==> src/hdl/asfc_pkg.sv <==
// asfc_pkg: shared types, constants and the crc-8 byte update for the
// angle sensor frame checker; no dependencies
`default_nettype none

package asfc_pkg;

  localparam int unsigned ByteW   = 8;
  localparam int unsigned PosW    = 3;
  localparam int unsigned StatusW = 3;
  localparam int unsigned AngleW  = 14;
  localparam int unsigned AngHiW  = AngleW - ByteW;

  localparam logic [ByteW-1:0] CRC_POLY = 8'h2F;
  localparam logic [ByteW-1:0] CRC_INIT = 8'hFF;

  localparam logic [PosW-1:0] POS_ANGLE_LO = 3'd0;
  localparam logic [PosW-1:0] POS_ANGLE_HI = 3'd1;
  localparam logic [PosW-1:0] POS_RSV_A    = 3'd2;
  localparam logic [PosW-1:0] POS_RSV_B    = 3'd3;
  localparam logic [PosW-1:0] POS_GAIN     = 3'd4;
  localparam logic [PosW-1:0] POS_RSV_C    = 3'd5;
  localparam logic [PosW-1:0] POS_MARKER   = 3'd6;
  localparam logic [PosW-1:0] POS_CRC      = 3'd7;

  localparam logic [StatusW-1:0] ST_OK       = 3'd0;
  localparam logic [StatusW-1:0] ST_RESERVED = 3'd1;
  localparam logic [StatusW-1:0] ST_GAIN     = 3'd2;
  localparam logic [StatusW-1:0] ST_CRC      = 3'd3;
  localparam logic [StatusW-1:0] ST_MARKER   = 3'd4;

  typedef struct packed {
    logic [StatusW-1:0] status;
    logic [AngleW-1:0]  angle;
  } asfc_result_t;

  // msb first, no reflection
  function automatic logic [ByteW-1:0] crc8_update(input logic [ByteW-1:0] crc,
                                                  input logic [ByteW-1:0] b);
    logic [ByteW-1:0] c;
    c = crc ^ b;
    for (int i = 0; i < ByteW; i++) begin
      if (c[ByteW-1]) begin
        c = {c[ByteW-2:0], 1'b0} ^ CRC_POLY;
      end else begin
        c = {c[ByteW-2:0], 1'b0};
      end
    end
    return c;
  endfunction

endpackage

`default_nettype wire

==> src/hdl/asfc_frame_track.sv <==
// asfc_frame_track: frame position, running crc and check flags for one
// reply frame; depends on asfc_pkg
`default_nettype none

module asfc_frame_track (
  input  wire logic                       clk,
  input  wire logic                       rst_n,
  input  wire logic                       adv,
  input  wire logic [asfc_pkg::ByteW-1:0] rx_byte,
  input  wire logic                       frame_start,
  output logic                            is_last,
  output asfc_pkg::asfc_result_t          res
);
  import asfc_pkg::*;

  logic [PosW-1:0]   pos_r, pos_nxt, pos;
  logic [ByteW-1:0]  crc_r, crc_nxt, crc_base;
  logic [ByteW-1:0]  ang_lo_r, ang_lo_nxt;
  logic [AngHiW-1:0] ang_hi_r, ang_hi_nxt;
  logic              rsv_r, rsv_nxt;
  logic              gain_zero_r, gain_zero_nxt;
  logic [1:0]        marker_r, marker_nxt;
  logic              first;
  logic [ByteW-1:0]  crc_calc;

  assign pos      = frame_start ? POS_ANGLE_LO : pos_r;
  assign first    = (pos == POS_ANGLE_LO);
  assign is_last  = (pos == POS_CRC);
  assign crc_base = first ? CRC_INIT : crc_r;
  assign crc_calc = ~crc_r;

  always_comb begin
    pos_nxt       = pos + PosW'(1);
    crc_nxt       = is_last ? crc_r : crc8_update(crc_base, rx_byte);
    ang_lo_nxt    = first ? rx_byte : ang_lo_r;
    ang_hi_nxt    = first ? '0 : ang_hi_r;
    rsv_nxt       = first ? 1'b0 : rsv_r;
    gain_zero_nxt = first ? 1'b0 : gain_zero_r;
    marker_nxt    = first ? 2'b00 : marker_r;
    case (pos)
      POS_ANGLE_HI: ang_hi_nxt = rx_byte[AngHiW-1:0];
      POS_RSV_A, POS_RSV_B, POS_RSV_C: begin
        if (rx_byte != '0) begin
          rsv_nxt = 1'b1;
        end
      end
      POS_GAIN:   gain_zero_nxt = (rx_byte == '0);
      POS_MARKER: marker_nxt = rx_byte[ByteW-1:ByteW-2];
      default: ;
    endcase
  end

  always_comb begin
    res.angle = '0;
    if (rsv_r) begin
      res.status = ST_RESERVED;
    end else if (gain_zero_r) begin
      res.status = ST_GAIN;
    end else if (crc_calc != rx_byte) begin
      res.status = ST_CRC;
    end else if (marker_r != 2'b00) begin
      res.status = ST_MARKER;
    end else begin
      res.status = ST_OK;
      res.angle  = {ang_hi_r, ang_lo_r};
    end
  end

  always_ff @(posedge clk) begin
    if (!rst_n) begin
      pos_r       <= POS_ANGLE_LO;
      crc_r       <= CRC_INIT;
      ang_lo_r    <= '0;
      ang_hi_r    <= '0;
      rsv_r       <= 1'b0;
      gain_zero_r <= 1'b0;
      marker_r    <= 2'b00;
    end else if (adv) begin
      pos_r       <= pos_nxt;
      crc_r       <= crc_nxt;
      ang_lo_r    <= ang_lo_nxt;
      ang_hi_r    <= ang_hi_nxt;
      rsv_r       <= rsv_nxt;
      gain_zero_r <= gain_zero_nxt;
      marker_r    <= marker_nxt;
    end
  end

  a_wrap_after_last: assert property (@(posedge clk) disable iff (!rst_n)
    adv && is_last |=> pos_r == POS_ANGLE_LO)
    else $error("position did not wrap after crc byte");

  a_step_position: assert property (@(posedge clk) disable iff (!rst_n)
    adv && !frame_start |=> pos_r == PosW'($past(pos_r) + PosW'(1)))
    else $error("position did not step by one");

  a_start_restarts: assert property (@(posedge clk) disable iff (!rst_n)
    adv && frame_start |=> pos_r == POS_ANGLE_HI && crc_r != '0 || pos_r == POS_ANGLE_HI)
    else $error("frame start did not restart at byte one");

  a_angle_only_ok: assert property (@(posedge clk) disable iff (!rst_n)
    res.angle != '0 |-> res.status == ST_OK)
    else $error("angle given with error status");

endmodule

`default_nettype wire

==> src/hdl/angle_sensor_frame_checker_unit.sv <==
// angle_sensor_frame_checker_unit: top level with input and result registers
// around the frame tracker; depends on asfc_pkg and asfc_frame_track
//
// usage
//   in_ channel carries one reply byte per request, with in_frame_start marking
//   byte 0 of a frame; without it bytes take the next position, wrapping
//   after byte 7 so back-to-back frames need no mark.
//   out_ channel gives one request (out_status, out_angle) per crc byte,
//   i.e. after bytes 0 to 7 of a frame; bytes 0 to 6 give nothing.
//   out_angle is the 14-bit angle when out_status is ok and zero otherwise.
// timing
//   one byte per cycle sustained unless a crc byte waits for the result
//   register; the byte register feeds the crc update and checks, whose
//   outcome lands in the result register. a crc byte moves from the byte
//   register into the result register once the result register is free.
// reset and stall
//   synchronous active-low reset empties both registers and restarts the
//   frame at byte 0 with the crc preset.
//   while out_ready is low a pending result holds; bytes that give no result
//   keep flowing, and a crc byte waits in the byte register.
`default_nettype none

module angle_sensor_frame_checker_unit (
  input  wire logic                         clk,
  input  wire logic                         rst_n,
  input  wire logic                         in_valid,
  output logic                              in_ready,
  input  wire logic [asfc_pkg::ByteW-1:0]   in_rx_byte,
  input  wire logic                         in_frame_start,
  output logic                              out_valid,
  input  wire logic                         out_ready,
  output logic [asfc_pkg::StatusW-1:0]      out_status,
  output logic [asfc_pkg::AngleW-1:0]       out_angle
);
  import asfc_pkg::*;

  logic             s0_valid_r;
  logic [ByteW-1:0] s0_byte_r;
  logic             s0_start_r;
  logic             out_valid_r;
  asfc_result_t     out_res_r;
  asfc_result_t     res;
  logic             is_last;
  logic             out_free;
  logic             s0_adv;

  assign out_free = !out_valid_r || out_ready;
  assign s0_adv   = s0_valid_r && (!is_last || out_free);
  assign in_ready = !s0_valid_r || s0_adv;

  asfc_frame_track u_track (
    .clk         (clk),
    .rst_n       (rst_n),
    .adv         (s0_adv),
    .rx_byte     (s0_byte_r),
    .frame_start (s0_start_r),
    .is_last     (is_last),
    .res         (res)
  );

  always_ff @(posedge clk) begin
    if (!rst_n) begin
      s0_valid_r <= 1'b0;
    end else if (in_ready) begin
      s0_valid_r <= in_valid;
    end
    if (in_ready && in_valid) begin
      s0_byte_r  <= in_rx_byte;
      s0_start_r <= in_frame_start;
    end
  end

  always_ff @(posedge clk) begin
    if (!rst_n) begin
      out_valid_r <= 1'b0;
    end else if (out_free) begin
      out_valid_r <= s0_adv && is_last;
    end
    if (out_free && s0_adv && is_last) begin
      out_res_r <= res;
    end
  end

  assign out_valid  = out_valid_r;
  assign out_status = out_res_r.status;
  assign out_angle  = out_res_r.angle;

  a_blocked_crc_byte: assert property (@(posedge clk) disable iff (!rst_n)
    s0_valid_r && !s0_adv |-> is_last && out_valid_r && !out_ready && !in_ready)
    else $error("byte stage stalled without a pending result");

  a_result_drains: assert property (@(posedge clk) disable iff (!rst_n)
    out_valid_r && out_ready && !(s0_adv && is_last) |=> !out_valid_r)
    else $error("result request repeated");

  a_result_loads: assert property (@(posedge clk) disable iff (!rst_n)
    s0_adv && is_last |=> out_valid_r)
    else $error("crc byte gave no result");

endmodule

`default_nettype wire

==> config.mk <==
export PLATFORM = sky130hd
export DESIGN_NAME = angle_sensor_frame_checker_unit
export DESIGN_NICKNAME = d
export VERILOG_FILES = /design/src/hdl/asfc_pkg.sv /design/src/hdl/asfc_frame_track.sv /design/src/hdl/angle_sensor_frame_checker_unit.sv
export SDC_FILE = /design/constraint.sdc
export NUM_CORES = 1
export LEC_CHECK = 0
export ABC_AREA = 1
export BUFFER_PORTS_ARGS = -buffer_cell sky130_fd_sc_hd__buf_4
export CAP_MARGIN = 40
export CORE_ASPECT_RATIO = 0.9
export CORE_MARGIN = 10
export CORE_UTILIZATION = 58
export DETAILED_ROUTE_END_ITERATION = 10
export PLACE_DENSITY = 0.79
export SYNTH_ARGS = -nofsm -noshare
export SYNTH_HDL_FRONTEND = slang
export SYNTH_SLANG_ARGS = --single-unit
==> constraint.sdc <==
create_clock -name clk -period 2.6 [get_ports clk]
set_input_delay 0.52 -clock clk [delete_from_list [all_inputs] [get_ports clk]]
set_output_delay 0.52 -clock clk [all_outputs]
set_load 0.02 [all_outputs]
; Word-level counts from Yosys, hierarchy flattened
; Index checks and enable logic that the tools add are counted.
[totals]
regBits = 57
latch_bits = 0
ram_bits = 0
mem_bits_ro = 0
input_bits = 13
output_inout_bits = 19
wordCells = 82
mem_count = 0
[op_classes]
add_sub_neg = 1
mul = 0
n_div = 0
magnitude_cmp = 0
eq_ne = 8
shifts = 0
muxes = 22
n_bitwise = 11
reduce_logical = 26
[op_table]
columns = cell, count
row1 = two-way mux 6 bit, 10
row2 = inverter 5 bit, 8
row3 = "equality test 3 bit, second input constant", 4
row4 = AND reduction 2 bit, 5
row5 = logical NOT 8 bit, 1
row6 = two-way mux 2 bit, 4
row7 = two-way mux 8 bit, 1
row8 = inequality test 8 bit, 1
row9 = inverter 8 bit, 1
row10 = nonzero test 2 bit, 4
row11 = nonzero test 8 bit, 1
row12 = XOR 8 bit, 1
row13 = "equality test 3 x 2 -> 1 bit, second input constant", 2
row14 = two-way mux 3 bit, 2
row15 = OR reduction 3 bit, 2
row16 = logical AND 1 bit, 5
row17 = two-way mux 1 bit, 5
row18 = OR reduction 4 bit, 1
row19 = "adder 3 x 1 -> 3 bit, second input constant", 1
row20 = "equality test 3 x 1 -> 1 bit, second input constant", 1
row21 = logical NOT 1 bit, 3
row22 = logical NOT 3 bit, 1
row23 = logical OR 1 bit, 3
row24 = inverter 1 bit, 1

; Logic depth before layout (Yosys ltp)
[depth]
ltp_word = 20
mapped_depth = 18
depth_no_buf = 17

; Modules after synthesis
; A second synthesis with hierarchy kept.
[hier_totals]
cells_unflattened = 375
hier_area_um2 = 2999.1
[by_module_without_submodules]
columns = module, instances, cells_each, area_per_inst_um2, seq_area_each_um2
row1 = asfc_frame_track, 1, 330, 2097.0, 580.6
row2 = angle_sensor_frame_checker_unit, 1, 45, 902.1, 820.8

; Worst setup path after synthesis
; OpenSTA, ideal clock, no wires.
[synth_path]
path_kind = flip-flop to flip-flop
start = reg s0_start_r
end = reg out_res_r, in the netlist out_angle[0] (enable)
setup_ps = 369
arrival_time_ps = 1773
t_required_ps = 2231
path_slack_ps = 459
path_stages_with_launch = 11
path_buffers = 0
synth_period_minus_slack_ps = 2141
path_cell_list = edfxtp_1 -> inv_2 -> nand2_1 -> inv_1 -> ha_1 -> ha_1 -> nand3_1 -> nand2_1 -> inv_1 -> nand2_1 -> inv_1
[synth_between]
elab_chain_cells = 7
[synth_lines]
columns = element, line_no
row1 = "start, declared", angle_sensor_frame_checker_unit.sv:39  ; logic s0_start_r;
row2 = "start signal, assigned", angle_sensor_frame_checker_unit.sv:69  ; s0_start_r <= in_frame_start;
row3 = two-way mux 3 bit *, asfc_frame_track.sv:26  ; assign pos = frame_start ? POS_ANGLE_LO : pos_r;
row4 = equality test 3 bit *, asfc_frame_track.sv:28  ; assign is_last = (pos == POS_CRC);
row5 = logical NOT 1 bit, angle_sensor_frame_checker_unit.sv:48  ; assign s0_adv = s0_valid_r && (!is_last || out_free);
row6 = logical OR 1 bit, angle_sensor_frame_checker_unit.sv:48
row7 = logical AND 1 bit, angle_sensor_frame_checker_unit.sv:48
row8 = logical AND 1 bit, angle_sensor_frame_checker_unit.sv:79  ; if (out_free && s0_adv && is_last) begin
row9 = logical AND 1 bit *, angle_sensor_frame_checker_unit.sv:79
row10 = "end signal, assigned", angle_sensor_frame_checker_unit.sv:80  ; out_res_r <= res;
row11 = "end, declared", angle_sensor_frame_checker_unit.sv:41  ; asfc_result_t out_res_r;
; Mark *: on every way between the ends. The rest lies on a longest branch, timed or not.
; A chain may end at the register's enable or synchronous reset.

; Final worst setup path
[layout_path]
start = reg s0_start_r
end = reg u_track.crc_r[2]
[layout_between]
elab_chain_cells = 14
word_cells_on_any_way = 25
cone_classes = 1 x eq/ne / 10 x mux / 9 x bitwise / 5 x reduce/logical
[layout_lines]
columns = element, line_no
row1 = two-way mux 3 bit *, asfc_frame_track.sv:26
row2 = logical NOT 3 bit, asfc_frame_track.sv:27  ; assign first = (pos == POS_ANGLE_LO);
row3 = two-way mux 8 bit, asfc_frame_track.sv:29  ; assign crc_base = first ? CRC_INIT : crc_r;
row4 = XOR 8 bit, asfc_pkg.sv:40  ; c = crc ^ b;
row5 = inverter 5 bit (no source line), -
row6 = two-way mux 6 bit, asfc_pkg.sv:42  ; if (c[ByteW-1]) begin
row7 = two-way mux 6 bit or inverter 5 bit (tied branches), -
row8 = inverter 5 bit (no source line) or two-way mux 6 bit (tied branches), -
row9 = two-way mux 6 bit or inverter 5 bit (tied branches) (2 in series), -
row10 = inverter 5 bit (no source line) or two-way mux 6 bit (tied branches), -
row11 = two-way mux 6 bit or inverter 5 bit (tied branches), -
row12 = inverter 5 bit (no source line) or two-way mux 6 bit (tied branches), -
row13 = two-way mux 6 bit, asfc_pkg.sv:42
row14 = "end signal, assigned", asfc_frame_track.sv:80  ; crc_r <= crc_nxt;
row15 = "end, declared", asfc_frame_track.sv:17  ; logic [ByteW-1:0] crc_r, crc_nxt, crc_base;
; Marked as above.

==> impl_metrics.py <==
metrics = {
    "finish": {
        "syn_to_final_growth_pct": 16.4,
        "final_core_util_pct": 70.0,
        "fin_nets": 419,
        "antenna_cells": 0,
        "drive_gt1_share_pct": 23.7,
    },
    "clock_network": {
        "clk-insertion-delay-late_ns": 0.34,
        "cts_tree": "done",
        "path_clk_slew_ns": 0.07,
        "cts_max_level": 3,
        "cts_made_buffers": 9,
        "cts_root_buf": "clkbuf_8",
        "ctsHoldBuffers": 0,
        "cts_setup_buffers": 0,
        "clock_sinks": 57,
        "clock_path_buffers": 2,
    },
    "timing": {
        "worst_slew_pin_slew_ns": 0.528,
        "fmax_mhz": 422,
        "period_minus_slack_ns": 2.37,
        "setup_viol": 0,
        "relSlewSlack_pct": 64.8,
        "drv_slew": 0,
        "rsz0062_at_grt": "true",
        "finalCritPeriodShare_pct": 91.0,
        "hold_viol": 0,
        "fin_tns_setup_ns": 0,
        "skew_ns": 0.00606,
    },
    "global_routing": {
        "grt_max_degree": 18,
        "grt_first_pass_wirelength_mm": 10.7,
        "antenna_found_initial": 0,
        "overflow": 0,
        "grt_pass1_vias": 2327,
        "track_usage_pct": 16.3,
    },
    "synth": {
        "ys_seq_elements": 57,
        "synth_area_per_cell_um2": 8.16,
        "synth-seq-area-share_pct": 47.6,
        "yosysWarnings": 0,
        "syn_nets": 380,
        "syn-instance-count": 361,
        "netlist_area_um2": 2950,
        "synth_cell_type_count": 30,
    },
    "min_path": {
        "holdCritPathClass": "in2reg",
    },
    "job": {
        "cap_violations": 0,
    },
    "detailed_routing": {
        "detailedRoute.firstPassIterationCount": 4,
        "vias_per_cell": 5.18,
        "routed_wl_mm": 6.26,
        "ant_nets": 0,
        "drc": 0,
        "wl_per_cell_um": 13.3,
        "drt_iter0_drc": 157,
        "vias": 2434,
    },
    "die": {
        "num_rows": 24,
        "core-area_um2": 4890,
        "io_pins": 32,
        "initial_utilization_pct": 60.2,
        "die_w_um": 95.1,
        "die-area_um2": 8330,
        "die_h_um": 87.6,
    },
    "critical_path": {
        "crit_fanout": 11,
        "crit_type": "reg2reg",
        "crit_path_end_kind": "flip-flop",
        "cp.required_ns": 2.83,
        "arrival_ns": 2.59,
        "cp-start-kind": "flip-flop",
    },
    "placed_design": {
        "dp_hpwl_mm": 4.63,
        "portBuffers": 31,
        "routabilityCongestion": 0.917,
    },
    "power": {
        "cellPowerDensity_nw_per_um2": 659,
        "p_leak_uw": 0.00153,
        "vdd_ir_drop_max_v": 0.000456,
    },
    "run_status": {
        "status": "finished clean",
    },
}
-- flip-flops by register name, indices dropped and copies added, names as in the netlist, 2 cells and up --
signal,flops
u_track.ang_lo_r,8
u_track.ang_hi_r,6
out_status,3
u_track.crc_r,8
s0_byte_r,8
u_track.pos_r,3
u_track.marker_r,2
out_angle,14
-- synth_stat cells --
library cell	count	area (um^2)
nand2_1	92	345
inv_1	47	176
dfxtp_1	31	621
nand3_1	28	140
a21oi_1	26	130
edfxtp_1	26	781
nor2_1	23	86.3
o21ai_0	17	85.1
nand2_2	13	81.3
nor2_2	13	81.3
nand2_4	9	101
ha_1	6	75.1
inv_2	3	11.3
xor2_1	3	26.3
xor2_2	3	48.8
buf_6	2	22.5
clkbuf_1	2	7.51
clkinv_2	2	10.0
nand3_2	2	20.0
nand4_1	2	12.5
o21ai_1	2	10.0
a211o_1	1	8.76
a211oi_1	1	7.51
buf_2	1	5.00
clkbuf_4	1	7.51
nor3_1	1	5.00
nor4_1	1	6.26
o21ai_2	1	8.76
o21ai_4	1	16.3
o21bai_1	1	7.51
-- power breakdown --
group          internal, uW  leakage [uW]  switching [uW]
sequential              976      0.000485            38.6
combinational           158      0.000946             302
clock                   437     0.0000979             345
-- placed cells by master (no fill, tap or decap), types with 2 or more instances in the layout --
master / instances
nand2_1: 92
nor2_2: 14
inv_2: 3
ha_1: 6
clkbuf_8: 9
nand2_4: 9
nor2_1: 22
nand3_2: 2
inv_1: 47
o21ai_1: 2
a21oi_1: 26
nand3_1: 28
buf_4: 34
o21ai_0: 17
edfxtp_1: 26
xor2_2: 3
nand2_2: 13
xor2_1: 3
nand4_1: 2
clkinv_2: 5
dfxtp_1: 31
-- what timing repair did --
item / in CTS / in global routing
resized for setup: 0 / 1
setup endpoints to repair: 0 / 12
hold endpoints to repair: 0 / 0
-- layout make-up --
class / instances / area (um^2)
fillers: 404 / 1470
flip-flops and latches: 57 / 1400
multi-input cells: 246 / 1310
repair buffers: 34 / 255
inverters: 52 / 198
clock buffers: 10 / 128
well taps: 65 / 81.3
clock inverters: 6 / 57.6
-- metal layers --
layer	global-route usage [%]	share of wire [%]	vias to the layer above
met5	0	0	-
li1	-	-	1227
met4	8.15	1.9	0
met1	19.5	43	1110
met3	4.79	7.7	13
met2	26.2	47	84
-- kinds of logic after synthesis --
family,count (synthesis),share of synthesized area (%)
AND/OR/NAND/NOR,184,29.9
buffers and inverters,58,8.16
flip-flops,57,47.6
AO/OA/AOI/OAI,50,9.30
XOR/XNOR,6,2.55
adder cells (fa/ha/maj),6,2.55
-- metrics by stage --
stage,cells,setup WS [ns],area (um^2),hold slack [ns],total power [uW]
global route,470,-0.0284,3430,0.344,2380
detailed placement,454,0.139,3240,0.449,1480
CTS,470,0.114,3420,0.344,2260
floorplan,361,0.459,2950,0.429,1390
global placement,454,0.197,3240,0.443,1480
finish,470,0.233,3430,0.353,2260
-- worst max-delay path: stages, from the launching register on --
cell,delay [ns]
edfxtp_1,0.44
nor2_1,0.24
inv_1,0.12
ha_1,0.32
nand2_4,0.20
nand2_1,0.08
nand2_1,0.11
inv_1,0.07
nand2_1,0.10
nand3_1,0.07
nand2_1,0.15
nand3_1,0.09
nand2_1,0.09
nand2_1,0.06
nand3_1,0.07
nand2_1,0.05
-- worst paths after layout --
check / from / endpoint / slack [ns] / cells past startpoint
min: in_rx_byte[6] / s0_byte_r[6]$_DFFE_PP_ / 0.35 / 1
max reg2reg: s0_start_r$_DFFE_PP_ / u_track.crc_r[2]$_SDFFE_PN1P_ / 0.23 / 15
max: s0_start_r$_DFFE_PP_ / u_track.crc_r[2]$_SDFFE_PN1P_ / 0.23 / 15
min reg2reg: u_track.pos_r[0]$_SDFFE_PN0P_ / u_track.pos_r[0]$_SDFFE_PN0P_ / 0.46 / 2
(Power assumes the default switching activity.)
